$ cat src/hdl/smp_pkg.sv
`default_nettype none

package smp_pkg;

    localparam int ANGLE_FRAC_BITS_DEF = 16;
    localparam int CORDIC_STAGES_DEF   = 24;
    localparam int DIV_STEPS           = 60;
    localparam int NORM_STEPS          = 6;

    localparam int LAT_W    = 24;
    localparam int LON_W    = 25;
    localparam int EAST_W   = 26;
    localparam int NORTH_W  = 28;
    localparam int RADIUS_W = 23;

    localparam logic [RADIUS_W-1:0] RADIUS_RESET = 23'd6371000;

    localparam logic signed [63:0] ONE_Q60        = 64'sh1000_0000_0000_0000;
    localparam logic [63:0]        PI_Q60         = 64'h3243_F6A8_885A_308D;
    localparam logic signed [63:0] QUARTER_PI_Q60 = 64'sh0C90_FDAA_2216_8C23;
    localparam logic [63:0]        LN2_Q60        = 64'h0B17_217F_7D1C_F79B;

    localparam logic [63:0] RAD_PER_DEG_Q32     = (PI_Q60 / 180) >> 28;
    localparam logic [63:0] RAD_PER_HALFDEG_Q38 = (PI_Q60 / 360) >> 22;
    localparam logic signed [63:0] LN2_Q56      = $signed(LN2_Q60 >> 4);

    localparam logic [63:0] EAST_MAX  = 64'd33554431;
    localparam logic [63:0] NORTH_MAX = 64'd134217727;

    typedef struct packed {
        logic                     lat_neg;
        logic                     pole;
        logic signed [EAST_W-1:0] east;
    } t_side;

    typedef struct packed {
        logic signed [63:0] x;
        logic signed [63:0] y;
        logic signed [63:0] z;
    } t_circ;

    typedef struct packed {
        logic signed [63:0]          x;
        logic signed [63:0]          y;
        logic signed [63:0]          z;
        logic signed [7:0]           e;
        logic [DIV_STEPS-1:0]        q;
        logic                        neg;
    } t_lane;

    typedef t_lane [1:0] t_ln;

    typedef struct packed {
        logic signed [EAST_W-1:0]  easting_m;
        logic signed [NORTH_W-1:0] northing_m;
        logic                      saturated;
    } t_result;

    function automatic logic signed [63:0] f_angle(input int i, input logic hyp);
        logic signed [63:0] acc;
        logic [63:0]        term;
        acc = '0;
        if (!hyp && i == 0) return QUARTER_PI_Q60;
        if (i <= 0 || i > 60) return '0;
        for (int k = 0; k < 31; k++) begin
            if (i * (2 * k + 1) <= 60) begin
                term = (64'd1 << (60 - i * (2 * k + 1))) / 64'(2 * k + 1);
                if (hyp || (k & 1) == 0) begin
                    acc = acc + $signed(term);
                end else begin
                    acc = acc - $signed(term);
                end
            end
        end
        return acc;
    endfunction

    function automatic int f_hyp_shift(input int k);
        if (k < 4) return k + 1;
        if (k < 14) return k;
        return k - 1;
    endfunction

    function automatic int f_hyp_steps(input int stages);
        return stages + 1 + ((stages >= 13) ? 1 : 0);
    endfunction

endpackage

`default_nettype wire

$ cat src/hdl/smp_norm_cell.sv
`default_nettype none

module smp_norm_cell #(
    parameter int SHIFT = 1
) (
    input  logic           i_clk,
    input  logic           i_rst_n,
    input  logic           i_en,
    input  logic           i_v,
    input  smp_pkg::t_side i_side,
    input  smp_pkg::t_ln   i_d,
    output logic           o_v,
    output smp_pkg::t_side o_side,
    output smp_pkg::t_ln   o_d
);
    import smp_pkg::*;

    localparam logic [63:0] LIMIT = 64'd1 << (61 - SHIFT);

    logic  r_v;
    t_side r_side;
    t_ln   r_d;
    t_ln   n_d;

    always_comb begin
        n_d = i_d;
        for (int j = 0; j < 2; j++) begin
            if ($unsigned(i_d[j].x) < LIMIT) begin
                n_d[j].x = i_d[j].x <<< SHIFT;
                n_d[j].e = i_d[j].e - 8'(SHIFT);
            end
        end
    end

    always_ff @(posedge i_clk) begin
        if (!i_rst_n) begin
            r_v <= 1'b0;
        end else if (i_en) begin
            r_v <= i_v;
        end
    end

    always_ff @(posedge i_clk) begin
        if (i_en) begin
            r_side <= i_side;
            r_d    <= n_d;
        end
    end

    assign o_v    = r_v;
    assign o_side = r_side;
    assign o_d    = r_d;

endmodule

`default_nettype wire

$ cat config.mk
export PLATFORM = sky130hd
export DESIGN_NAME = smp_norm_cell
export DESIGN_NICKNAME = d
export VERILOG_FILES = /design/src/hdl/smp_pkg.sv /design/src/hdl/smp_norm_cell.sv
export SDC_FILE = /design/constraint.sdc
export NUM_CORES = 1
export LEC_CHECK = 0
export ABC_AREA = 1
export BUFFER_PORTS_ARGS = -buffer_cell sky130_fd_sc_hd__buf_2
export CORE_AREA = 2 2 429 431
export CTS_BUF_LIST = sky130_fd_sc_hd__clkbuf_8
export DETAILED_ROUTE_END_ITERATION = 8
export DIE_AREA = 0 0 431 433
export PLACE_DENSITY = 0.4
export SYNTH_ARGS = -nofsm -noshare
export SYNTH_HDL_FRONTEND = slang
export SYNTH_SLANG_ARGS = --single-unit
$ cat constraint.sdc
create_clock -name i_clk -period 1.45 [get_ports i_clk]
set_input_delay 0.29 -clock i_clk [delete_from_list [all_inputs] [get_ports i_clk]]
set_output_delay 0.29 -clock i_clk [all_outputs]
set_load 0.03 [all_outputs]
==> results of run 1 <==
per-layer routing:
metal / global-route usage / vias up / wire, um / part of all wire
met5: 0 / - / 13 / 0.00011
met4: 0.0380 / 2 / 3170 / 0.028
met3: 0.0335 / 217 / 8100 / 0.071
met2: 0.207 / 864 / 59400 / 0.52
met1: 0.131 / 8198 / 42800 / 0.38
li1: - / 7462 / - / -
power by group through the flow:
stage	sequential [mW]	combinational [mW]	clock, mW
2_1_floorplan	22.3	0.325	0
3_3_place_gp	19.9	6.23	0
3_5_place_dp	19.9	6.24	0
4_1_cts	20.0	9.20	16.4
5_1_grt	20.0	9.46	16.9
6_report	20.0	9.06	15.6
stage by stage:
stage	util	TNS, ns	cell area (um2)	worst slack [ns]
floorplan	-	0	18600	0.280
global placement	0.151	-0.485	27500	-0.0884
detailed placement	0.151	-1.40	27500	-0.0710
CTS	0.216	-224.20	39300	-0.620
global route	0.216	-203.52	39300	-0.591
finish	0.216	-130.09	39300	-0.465
path summary, 6_finish.rpt:
| kind | depth (start not counted) | end |
|---|---|---|
| setup / recovery | 1 | o_d[90] |
| hold / removal | 2 | o_d[119] |
| setup reg to reg | 3 | o_v |
| hold reg to reg | 3 | o_v |
synth_stat cells:
cell type	n
sky130_fd_sc_hd__edfxtp_1	550
sky130_fd_sc_hd__nand4_1	1
sky130_fd_sc_hd__a21oi_1	1
sky130_fd_sc_hd__a21o_1	2
sky130_fd_sc_hd__inv_2	2
sky130_fd_sc_hd__nor3_1	3
sky130_fd_sc_hd__nand3b_1	6
sky130_fd_sc_hd__buf_4	6
sky130_fd_sc_hd__nand3_1	4
sky130_fd_sc_hd__ha_1	2
sky130_fd_sc_hd__nand2_2	1
sky130_fd_sc_hd__dfxtp_1	1
sky130_fd_sc_hd__clkbuf_1	7
sky130_fd_sc_hd__xor2_1	5
sky130_fd_sc_hd__nor2_2	3
sky130_fd_sc_hd__inv_1	17
sky130_fd_sc_hd__buf_2	5
sky130_fd_sc_hd__o21ai_2	4
sky130_fd_sc_hd__buf_6	14
sky130_fd_sc_hd__o21ai_0	9
sky130_fd_sc_hd__nand2_1	382
sky130_fd_sc_hd__nor2_1	9
final cells by class:
type | instances | area [um2] | area share
flip-flops and latches | 551 | 16500 | 0.421
clock buffers | 105 | 1450 | 0.0368
well taps | 2385 | 2980 | 0.0760
diodes | 9 | 22.5 | 0.000573
multi-input cells | 432 | 1750 | 0.0446
clock inverters | 87 | 627 | 0.0160
inverters | 19 | 71.3 | 0.00182
repair buffers | 1784 | 15800 | 0.403
flip-flops by register name (all words and copies together), names as in the netlist:
name    cells
o_side     28
o_d       522
o_v         1
logic make-up (layout without fill, tap and decap cells):
kind of cell    count (synthesis)  count (layout)  synth area share
compound gates                 16              16           0.00538
simple gates                  409             409            0.0849
flops                         551             551             0.889
fa+ha+maj                       2               2           0.00134
other cells                     0               9                 0
xor+xnor                        5               5           0.00235
buf+inv                        51            1995            0.0175
what timing repair did:
item	in CTS	in global routing
gates resized for setup	1101	1
setup endpoints to repair	551	552
hold buffers	625	0
setup buffers	0	0
hold endpoints to repair	645	0
==> out/results.ini, run 1 <==
[cells_and_area]
final_layout_size_suffix_gt1_frac = 0.438
num-nets-final = 3449
leading_cell_types_in_the_layout_fill_and_taps_excluded = 625 x sky130_fd_sc_hd__dlygate4sd3_1, 552 x sky130_fd_sc_hd__buf_2, 550 x sky130_fd_sc_hd__edfxtp_1, 550 x sky130_fd_sc_hd__buf_6, 381 x sky130_fd_sc_hd__nand2_1
area.growth.synth_to_final_pct = 111
fillers = 19526
finalNonFillerCells = 5372
layout.cells.most_common = sky130_fd_sc_hd__dlygate4sd3_1

[detailed_routing]
drt-pass1-iter-count = 5
detail-route-antenna-nets = 0
average_wire_per_standard_cell_um = 21.1
dr.first_iter.drc_count = 1079
detailroute.via_count = 16743
routed_wl_um = 113000
drcViolationCount = 0
route.detailed.vias_per_inst = 3.12

[timing]
final_min_period_over_clock_period = 1.32
fmax_mhz = 522
setup_violations = 551
hold_violations = 0
drv_slew = 0
worstMarginPinSlew_ns = 0.410
setup_repair_after_global_routing_missed_its_margin = true
finClkSkew_ns = 0
timing.final.ws_setup_ns = -0.465
holdWs_ns = 0.157
layout_min_cycle_time_ns = 1.92
slew_headroom = 0.726

[yosys]
ffs_latches_synth = 551
syn-num-nets = 1590
yosys_cell_types = 22
largest_cells_by_area_after_synthesis = sky130_fd_sc_hd__edfxtp_1 89%, sky130_fd_sc_hd__nand2_1 7.7%, sky130_fd_sc_hd__buf_6 0.85%, sky130_fd_sc_hd__inv_1 0.34%, sky130_fd_sc_hd__o21ai_0 0.24%
synth_top_cell_by_area = sky130_fd_sc_hd__edfxtp_1
synth-warning-count = 0
postSynthCellCount = 1034
synth.top_cell.area_share = 0.888
synth_area_um2 = 18600
synth.avg_cell_area_um2 = 18.0
seq_area_frac_synth = 0.889

[clock_network]
numCtsBuffers = 105
clk_path_buf_depth = 3
ctsRootBufferMaster = sky130_fd_sc_hd__clkbuf_8
cts.sink_count = 551
cts_tree = yes
clock_latency_ns = 0.77
cts_max_level = 3
cts.clk_slew.worst_paths_ns = 0.06

[placed_design]
final_hpwl_from_detailed_placement_um = 91200
weighted_congestion_reported_at_the_end_of_routability_driven_placement = 0.915
io_buffer_count = 1104
dp.cells = 4547

[floorplanning]
boundaryPins = 1105
die-height_um = 433
rows = 157
fp.dieArea_um2 = 187000
initial_utilization = 0.102
floorplan.core_area_um2 = 182000
die_w_um = 431

[critical_path]
arrival_ns = 1.63
cp-start-kind = register
worst_path_max_delay_cell = sky130_fd_sc_hd__edfxtp_1
timing.critical_path.cells = buf_6
worst_r2r_startpoint = o_v
crit_fanout = 1
critical_path.n_buffers_inverters = 1
setup.worst_path.start = o_d[90]
worstSetupEndpointType = primary output
cp_top_family = flip-flops
maximum_cell_stage_delay_along_the_critical_path_ns = 0.55
critPathKind = register to primary output
required_time_worst_endpoint_ns = 1.16
r2r_setup_slack_ns = 0.29

[pwr]
share_seq_of_total_power = 0.447
proportion_of_power_drawn_by_combinational_gates = 0.203
total_internal_power_mw = 31.2
fin_total_pwr_mw = 44.6
max-vdd-ir-drop_mv = 0.666
clock_power_share = 0.350
netSwitchingPower_mw = 13.5
leakagePower_nw = 16.3
p_per_area_nw_per_um2 = 1140
swShare = 0.302

[run_status]
outcome = complete, but fails checks
violations = negative setup slack

[worst_hold_path]
hold_path_startpoint = i_d[119]
worst_hold_path_type = input pin to register

[grt]
globalRouteOverflowTotal = 0
grt_start_max_net_pins = 56
via_count_of_the_first_global_routing_pass = 17419
grt_first_pass_wirelength_um = 147000
antenna_found_initial = 56
globalRouteTotalUtil = 0.116

[flow_run]
drv_cap = 0

(Power assumes the default switching activity.)
==> run 2, diff against run 1 <==
--- a/config.mk
+++ b/config.mk
@@ -7,11 +7,13 @@
 export LEC_CHECK = 0
 export ABC_AREA = 1
 export BUFFER_PORTS_ARGS = -buffer_cell sky130_fd_sc_hd__buf_2
-export CORE_AREA = 2 2 429 431
+export CELL_PAD_IN_SITES_DETAIL_PLACEMENT = 1
+export CELL_PAD_IN_SITES_GLOBAL_PLACEMENT = 1
+export CORE_AREA = 2 2 432 434
 export CTS_BUF_LIST = sky130_fd_sc_hd__clkbuf_8
 export DETAILED_ROUTE_END_ITERATION = 8
-export DIE_AREA = 0 0 431 433
-export PLACE_DENSITY = 0.4
+export DIE_AREA = 0 0 434 436
+export PLACE_DENSITY = 0.44
 export SYNTH_ARGS = -nofsm -noshare
 export SYNTH_HDL_FRONTEND = slang
 export SYNTH_SLANG_ARGS = --single-unit
==> out/results.ini, run 2 (same netlist as run 1, synthesis figures left out) <==
[detailed_routing]
route.detailed.vias_per_inst = 3.11  ; about the same
routed_wl_um = 135000  ; +19%
drcViolationCount = 0  ; unchanged
drt-pass1-iter-count = 5  ; unchanged
dr.first_iter.drc_count = 1017  ; -5.7%
average_wire_per_standard_cell_um = 24.6  ; +16%
detailroute.via_count = 17095  ; +2.1%
detail-route-antenna-nets = 0  ; unchanged

[critical_path]
worstSetupEndpointType = primary output
timing.critical_path.cells = buf_6
worst_path_max_delay_cell = sky130_fd_sc_hd__edfxtp_1
crit_fanout = 2  ; +1
cp-start-kind = register
critical_path.n_buffers_inverters = 1  ; unchanged
maximum_cell_stage_delay_along_the_critical_path_ns = 0.64  ; +0.09 ns
arrival_ns = 1.74  ; +0.11 ns
cp_top_family = flip-flops
critPathKind = register to primary output
required_time_worst_endpoint_ns = 1.16  ; about the same

[grt]
globalRouteTotalUtil = 0.138  ; +0.0226
grt_first_pass_wirelength_um = 173000  ; +18%
use_met2 = 0.233  ; +0.0262
via_count_of_the_first_global_routing_pass = 18564  ; +6.6%
grt_start_max_net_pins = 55  ; -1.8%
antenna_found_initial = 71  ; +27%
globalRouteMet1Util = 0.156  ; +0.0248
global_route.usage.met3 = 0.0501  ; +0.0165
globalRouteOverflowTotal = 0  ; unchanged
grt_busiest_layer = met2

[timing]
finClkSkew_ns = 0  ; unchanged
worstMarginPinSlew_ns = 0.474  ; +0.0633 ns
final_min_period_over_clock_period = 1.40  ; +0.0765
slew_headroom = 0.684  ; -0.0422
fmax_mhz = 494  ; -5.5%
drv_slew = 0  ; unchanged
setup-tns-final_ns = -146.60  ; -16.51 ns
timing.final.ws_setup_ns = -0.576  ; -0.111 ns
hold_violations = 0  ; unchanged
setup_violations = 553  ; +0.36%
setup_repair_after_global_routing_missed_its_margin = true
layout_min_cycle_time_ns = 2.03  ; +0.111 ns

[clock_network]
ctsRootBufferMaster = sky130_fd_sc_hd__clkbuf_8
cts_max_level = 3  ; unchanged
cts.clk_slew.worst_paths_ns = 0.07  ; about the same
clk_path_buf_depth = 3  ; unchanged
clock_latency_ns = 0.88  ; +0.11 ns
cts.sink_count = 551  ; unchanged
numCtsBuffers = 114  ; +8.6%
cts_tree = yes

[floorplanning]
die_w_um = 434  ; +0.70%
fp.dieArea_um2 = 189000  ; +1.4%
boundaryPins = 1105  ; unchanged
initial_utilization = 0.101  ; -0.00141
rows = 158  ; +0.64%
floorplan.core_area_um2 = 185000  ; +1.4%
die-height_um = 436  ; +0.69%

[pwr]
max-vdd-ir-drop_mv = 0.611  ; -8.2%
leakagePower_nw = 16.4  ; +0.49%
p_per_area_nw_per_um2 = 1150  ; +1.2%

[run_status]
outcome = complete, but fails checks
violations = negative setup slack

[worst_hold_path]
worst_hold_path_type = input pin to register

[cells_and_area]
layout.cells.most_common = sky130_fd_sc_hd__dlygate4sd3_1
final_design_area_no_fill_um2 = 39600  ; +0.82%
area.growth.synth_to_final_pct = 113
largest_reg_flops = 522  ; unchanged
num-nets-final = 3452  ; +0.087%
finalNonFillerCells = 5488  ; +2.2%
final_layout_size_suffix_gt1_frac = 0.441  ; +0.00255
leading_cell_types_in_the_layout_fill_and_taps_excluded = 620 x sky130_fd_sc_hd__dlygate4sd3_1, 552 x sky130_fd_sc_hd__buf_2, 550 x sky130_fd_sc_hd__edfxtp_1
finish.utilization = 0.215  ; -0.00123

[placed_design]
final_hpwl_from_detailed_placement_um = 110000  ; +20%
dp.cells = 4639  ; +2.0%
dp_worst_setup_slack_ns = -0.147  ; -0.0763 ns
io_buffer_count = 1104  ; unchanged
weighted_congestion_reported_at_the_end_of_routability_driven_placement = 0.962  ; +5.1%
placedInstanceArea_um2 = 27800  ; +0.91%

[flow_run]
drv_cap = 0  ; unchanged

## run 2: changes by cell type in the layout (fill, tap and decap cells not counted), sizes merged
| cell | previous run | this run |
|---|---|---|
| inv | 55 | 57 |
| bufinv | 6 | 3 |
| diode | 9 | 20 |
| clkinv | 44 | 49 |
| clkinvlp | 1 | 4 |
| clkbuf | 105 | 114 |
| dlygate4sd3 | 625 | 620 |
| buf | 1159 | 1158 |
## run 2: per-layer routing
metal	routed length, um	part of all wire
met1	51200	0.38
met5	377	0.0028
met4	5890	0.044
met3	11600	0.086
met2	65800	0.49
## run 2: final timing paths
path / start / end / slack, ns / cells past startpoint
hold / removal: i_d[298] / o_d[298] / 0.13 / 2
setup reg to reg: o_v / o_v / 0.21 / 3
setup / recovery: o_d[125] / o_d[125] / -0.58 / 1
hold reg to reg: o_v / o_v / 1.15 / 3
## run 2: timing repair
action                                 4_1_cts  5_1_grt
pin swaps                                    0        1
setup buffers                                0        1
cloned                                       0        0
hold buffers                               620        0
resized for setup                         1100        5
endpoints found under the hold margin      734        0
setup endpoints to repair                  551      553
## run 2: power by group
group          switching, mW  internal [mW]  total [mW]
sequential              1.08           19.1        20.1
clock                   8.10           7.95        16.1
combinational           5.17           4.19        9.36
## run 2: stage by stage
stage | total power, mW | hold slack [ns]
after floorplan | 22.6 | 0.383
after global placement | 26.5 | 0.466
after detailed placement | 26.6 | 0.468
after CTS | 46.5 | 0.000403
after global routing | 47.5 | 0.0134
final | 45.5 | 0.131
## run 2: final cells by class
class | count | area, um2
timing repair buffer | 1778 | 16000
multi-input combinational | 432 | 1770
tap | 2480 | 3100
fill | 20872 | 145000
antenna | 20 | 50.0
clock buffer | 114 | 1570
inverter | 19 | 71.3
clock inverter | 94 | 558
sequential | 551 | 16500
==> run 3, diff against run 2 <==
--- a/config.mk
+++ b/config.mk
@@ -9,11 +9,11 @@
 export BUFFER_PORTS_ARGS = -buffer_cell sky130_fd_sc_hd__buf_2
 export CELL_PAD_IN_SITES_DETAIL_PLACEMENT = 1
 export CELL_PAD_IN_SITES_GLOBAL_PLACEMENT = 1
-export CORE_AREA = 2 2 432 434
-export CTS_BUF_LIST = sky130_fd_sc_hd__clkbuf_8
+export CORE_AREA = 2 2 426 428
 export DETAILED_ROUTE_END_ITERATION = 8
-export DIE_AREA = 0 0 434 436
-export PLACE_DENSITY = 0.44
+export DIE_AREA = 0 0 428 430
+export PLACE_DENSITY = 0.45
+export SKIP_LAST_GASP = 1
 export SYNTH_ARGS = -nofsm -noshare
 export SYNTH_HDL_FRONTEND = slang
 export SYNTH_SLANG_ARGS = --single-unit
==> out/results.ini, run 3 (same netlist as run 1, synthesis figures left out) <==
[critical_path]
arrival_ns = 1.48  ; -0.26 ns
worst_r2r_startpoint = o_v
cp-start-kind = register
depth_of_the_most_critical_reg_to_reg_path = 3  ; unchanged
cp_num_cells = 1  ; unchanged
required_time_worst_endpoint_ns = 1.16  ; about the same
timing.critical_path.cells = buf_6
crit_path_end = o_d[73]
worst_path_max_delay_cell = sky130_fd_sc_hd__edfxtp_1
r2r_setup_slack_ns = 0.16  ; -0.05 ns
crit_fanout = 1  ; -1
setup.worst_path.start = o_d[73]
r2r-end = o_v
critPathKind = register to primary output
cp_top_family = flip-flops
critical_path.n_buffers_inverters = 1  ; unchanged
maximum_cell_stage_delay_along_the_critical_path_ns = 0.56  ; -0.08 ns
worstSetupEndpointType = primary output

[detailed_routing]
drt-pass1-iter-count = 5  ; unchanged
routed_wl_um = 118000  ; -13%
route.detailed.vias_per_inst = 3.12  ; about the same
detail-route-antenna-nets = 0  ; unchanged
detailroute.via_count = 16333  ; -4.5%
dr.first_iter.drc_count = 968  ; -4.8%
average_wire_per_standard_cell_um = 22.5  ; -8.6%
drcViolationCount = 0  ; unchanged

[grt]
grt_first_pass_wirelength_um = 156000  ; -9.9%
globalRouteTotalUtil = 0.124  ; -0.0142
via_count_of_the_first_global_routing_pass = 17480  ; -5.8%
globalRouteOverflowTotal = 0  ; unchanged
globalRouteMet1Util = 0.147  ; -0.00919
grt_start_max_net_pins = 44  ; -20%
use_met2 = 0.216  ; -0.0177
grt_busiest_layer = met2
antenna_found_initial = 39  ; -45%
global_route.usage.met3 = 0.0353  ; -0.0148

[floorplanning]
die-height_um = 430  ; -1.4%
fp.dieArea_um2 = 184000  ; -2.7%
floorplan.core_area_um2 = 180000  ; -2.6%
rows = 156  ; -1.3%
die_w_um = 428  ; -1.4%
boundaryPins = 1105  ; unchanged
initial_utilization = 0.104  ; +0.00273

[clock_network]
clk_path_buf_depth = 3  ; unchanged
cts.sink_count = 551  ; unchanged
cts_max_level = 3  ; unchanged
numCtsBuffers = 72  ; -37%
ctsRootBufferMaster = sky130_fd_sc_hd__clkbuf_16
post-cts-setup-buffers = 0  ; unchanged
clock_latency_ns = 0.69  ; -0.19 ns
cts_tree = yes
cts.clk_slew.worst_paths_ns = 0.06  ; about the same

[cells_and_area]
area.growth.synth_to_final_pct = 109
fillers = 20136  ; -3.5%
layout.cells.most_common = sky130_fd_sc_hd__buf_2
largest_reg_flops = 522  ; unchanged
finish.utilization = 0.216  ; +0.00192
num-nets-final = 3361  ; -2.6%
regArea_um2 = 16500  ; about the same
leading_cell_types_in_the_layout_fill_and_taps_excluded = 552 x sky130_fd_sc_hd__buf_2, 551 x sky130_fd_sc_hd__buf_6, 550 x sky130_fd_sc_hd__edfxtp_1
final_layout_size_suffix_gt1_frac = 0.453  ; +0.0126
area_of_combinational_cells_with_multiple_inputs_um2 = 1760  ; -0.57%

[timing]
holdWs_ns = 0.0779  ; -0.0536 ns
layout_min_cycle_time_ns = 1.77  ; -0.258 ns
timing.final.ws_setup_ns = -0.319  ; +0.258 ns
worstMarginPinSlew_ns = 0.391  ; -0.0828 ns
fmax_mhz = 565  ; +15%
setup_violations = 551  ; -0.36%
setup_repair_after_global_routing_missed_its_margin = true
slew_headroom = 0.739  ; +0.0552
setup-tns-final_ns = -47.17  ; +99.43 ns
drv_slew = 0  ; unchanged
final_min_period_over_clock_period = 1.22  ; -0.178
finClkSkew_ns = 0  ; unchanged
hold_violations = 0  ; unchanged

[placed_design]
weighted_congestion_reported_at_the_end_of_routability_driven_placement = 0.929  ; -3.4%
final_hpwl_from_detailed_placement_um = 94300  ; -14%
dp_worst_setup_slack_ns = -0.0843  ; +0.0631 ns
io_buffer_count = 1104  ; unchanged

[worst_hold_path]
worst_hold_path_type = input pin to register

[pwr]
p_per_area_nw_per_um2 = 1200  ; +4.3%
leakagePower_nw = 16.0  ; -2.1%
fin_total_pwr_mw = 46.7  ; +2.5%
max-vdd-ir-drop_mv = 0.805  ; +32%

[run_status]
violations = negative setup slack
outcome = complete, but fails checks

[flow_run]
drv_cap = 0  ; unchanged

## run 3: worst register-to-register path: cells and delay by family, from the launching register on
| family | cells | cell delay, ns |
|---|---|---|
| compound gates | 2 | 0.27 |
| buf+inv | 1 | 0.56 |
| flops | 1 | 0.36 |
## run 3: what timing repair did
action | CTS | global route
endpoints found under the setup margin | 551 | 551
hold endpoints to repair | 549 | 0
hold buffers | 548 | 0
gates resized for setup | 1104 | 0
## run 3: layer usage
| layer | share of wire | vias to the layer above |
|---|---|---|
| li1 | - | 7282 |
| met1 | 0.40 | 8188 |
| met2 | 0.51 | 694 |
| met3 | 0.067 | 167 |
| met4 | 0.028 | 2 |
| met5 | 0.000085 | - |
## run 3: worst min path at each step
stage	from	end	slack, ns	cells after the start
finish	i_d[63]	o_d[63]	0.08	3
global placement	i_d[297]	o_d[297]	0.47	1
global route	i_en	o_d[264]	0.06	2
detailed placement	i_d[170]	o_d[170]	0.47	1
CTS	i_d[63]	o_d[63]	0.01	3
floorplan	i_en	o_v	0.38	1
## run 3: area by class of cell
cell class | count | area share
tap | 2370 | 0.0762
sequential | 551 | 0.425
clock inverter | 45 | 0.0100
inverter | 19 | 0.00183
clock buffer | 87 | 0.0478
timing repair buffer | 1729 | 0.393
antenna | 7 | 0.000450
multi-input combinational | 432 | 0.0451
## run 3: per-stage QoR
stage | std cells | area [um2]
after CTS | 5233 | 38900
final | 5240 | 38900
after floorplan | 1034 | 18600
after global placement | 4553 | 27700
after global routing | 5236 | 38900
after detailed placement | 4553 | 27700
## run 3: power by group
group / internal (mW) / switching [mW]
registers: 19.0 / 0.895
clock network: 9.94 / 7.73
logic: 4.06 / 5.00
total: 33.0 / 13.6
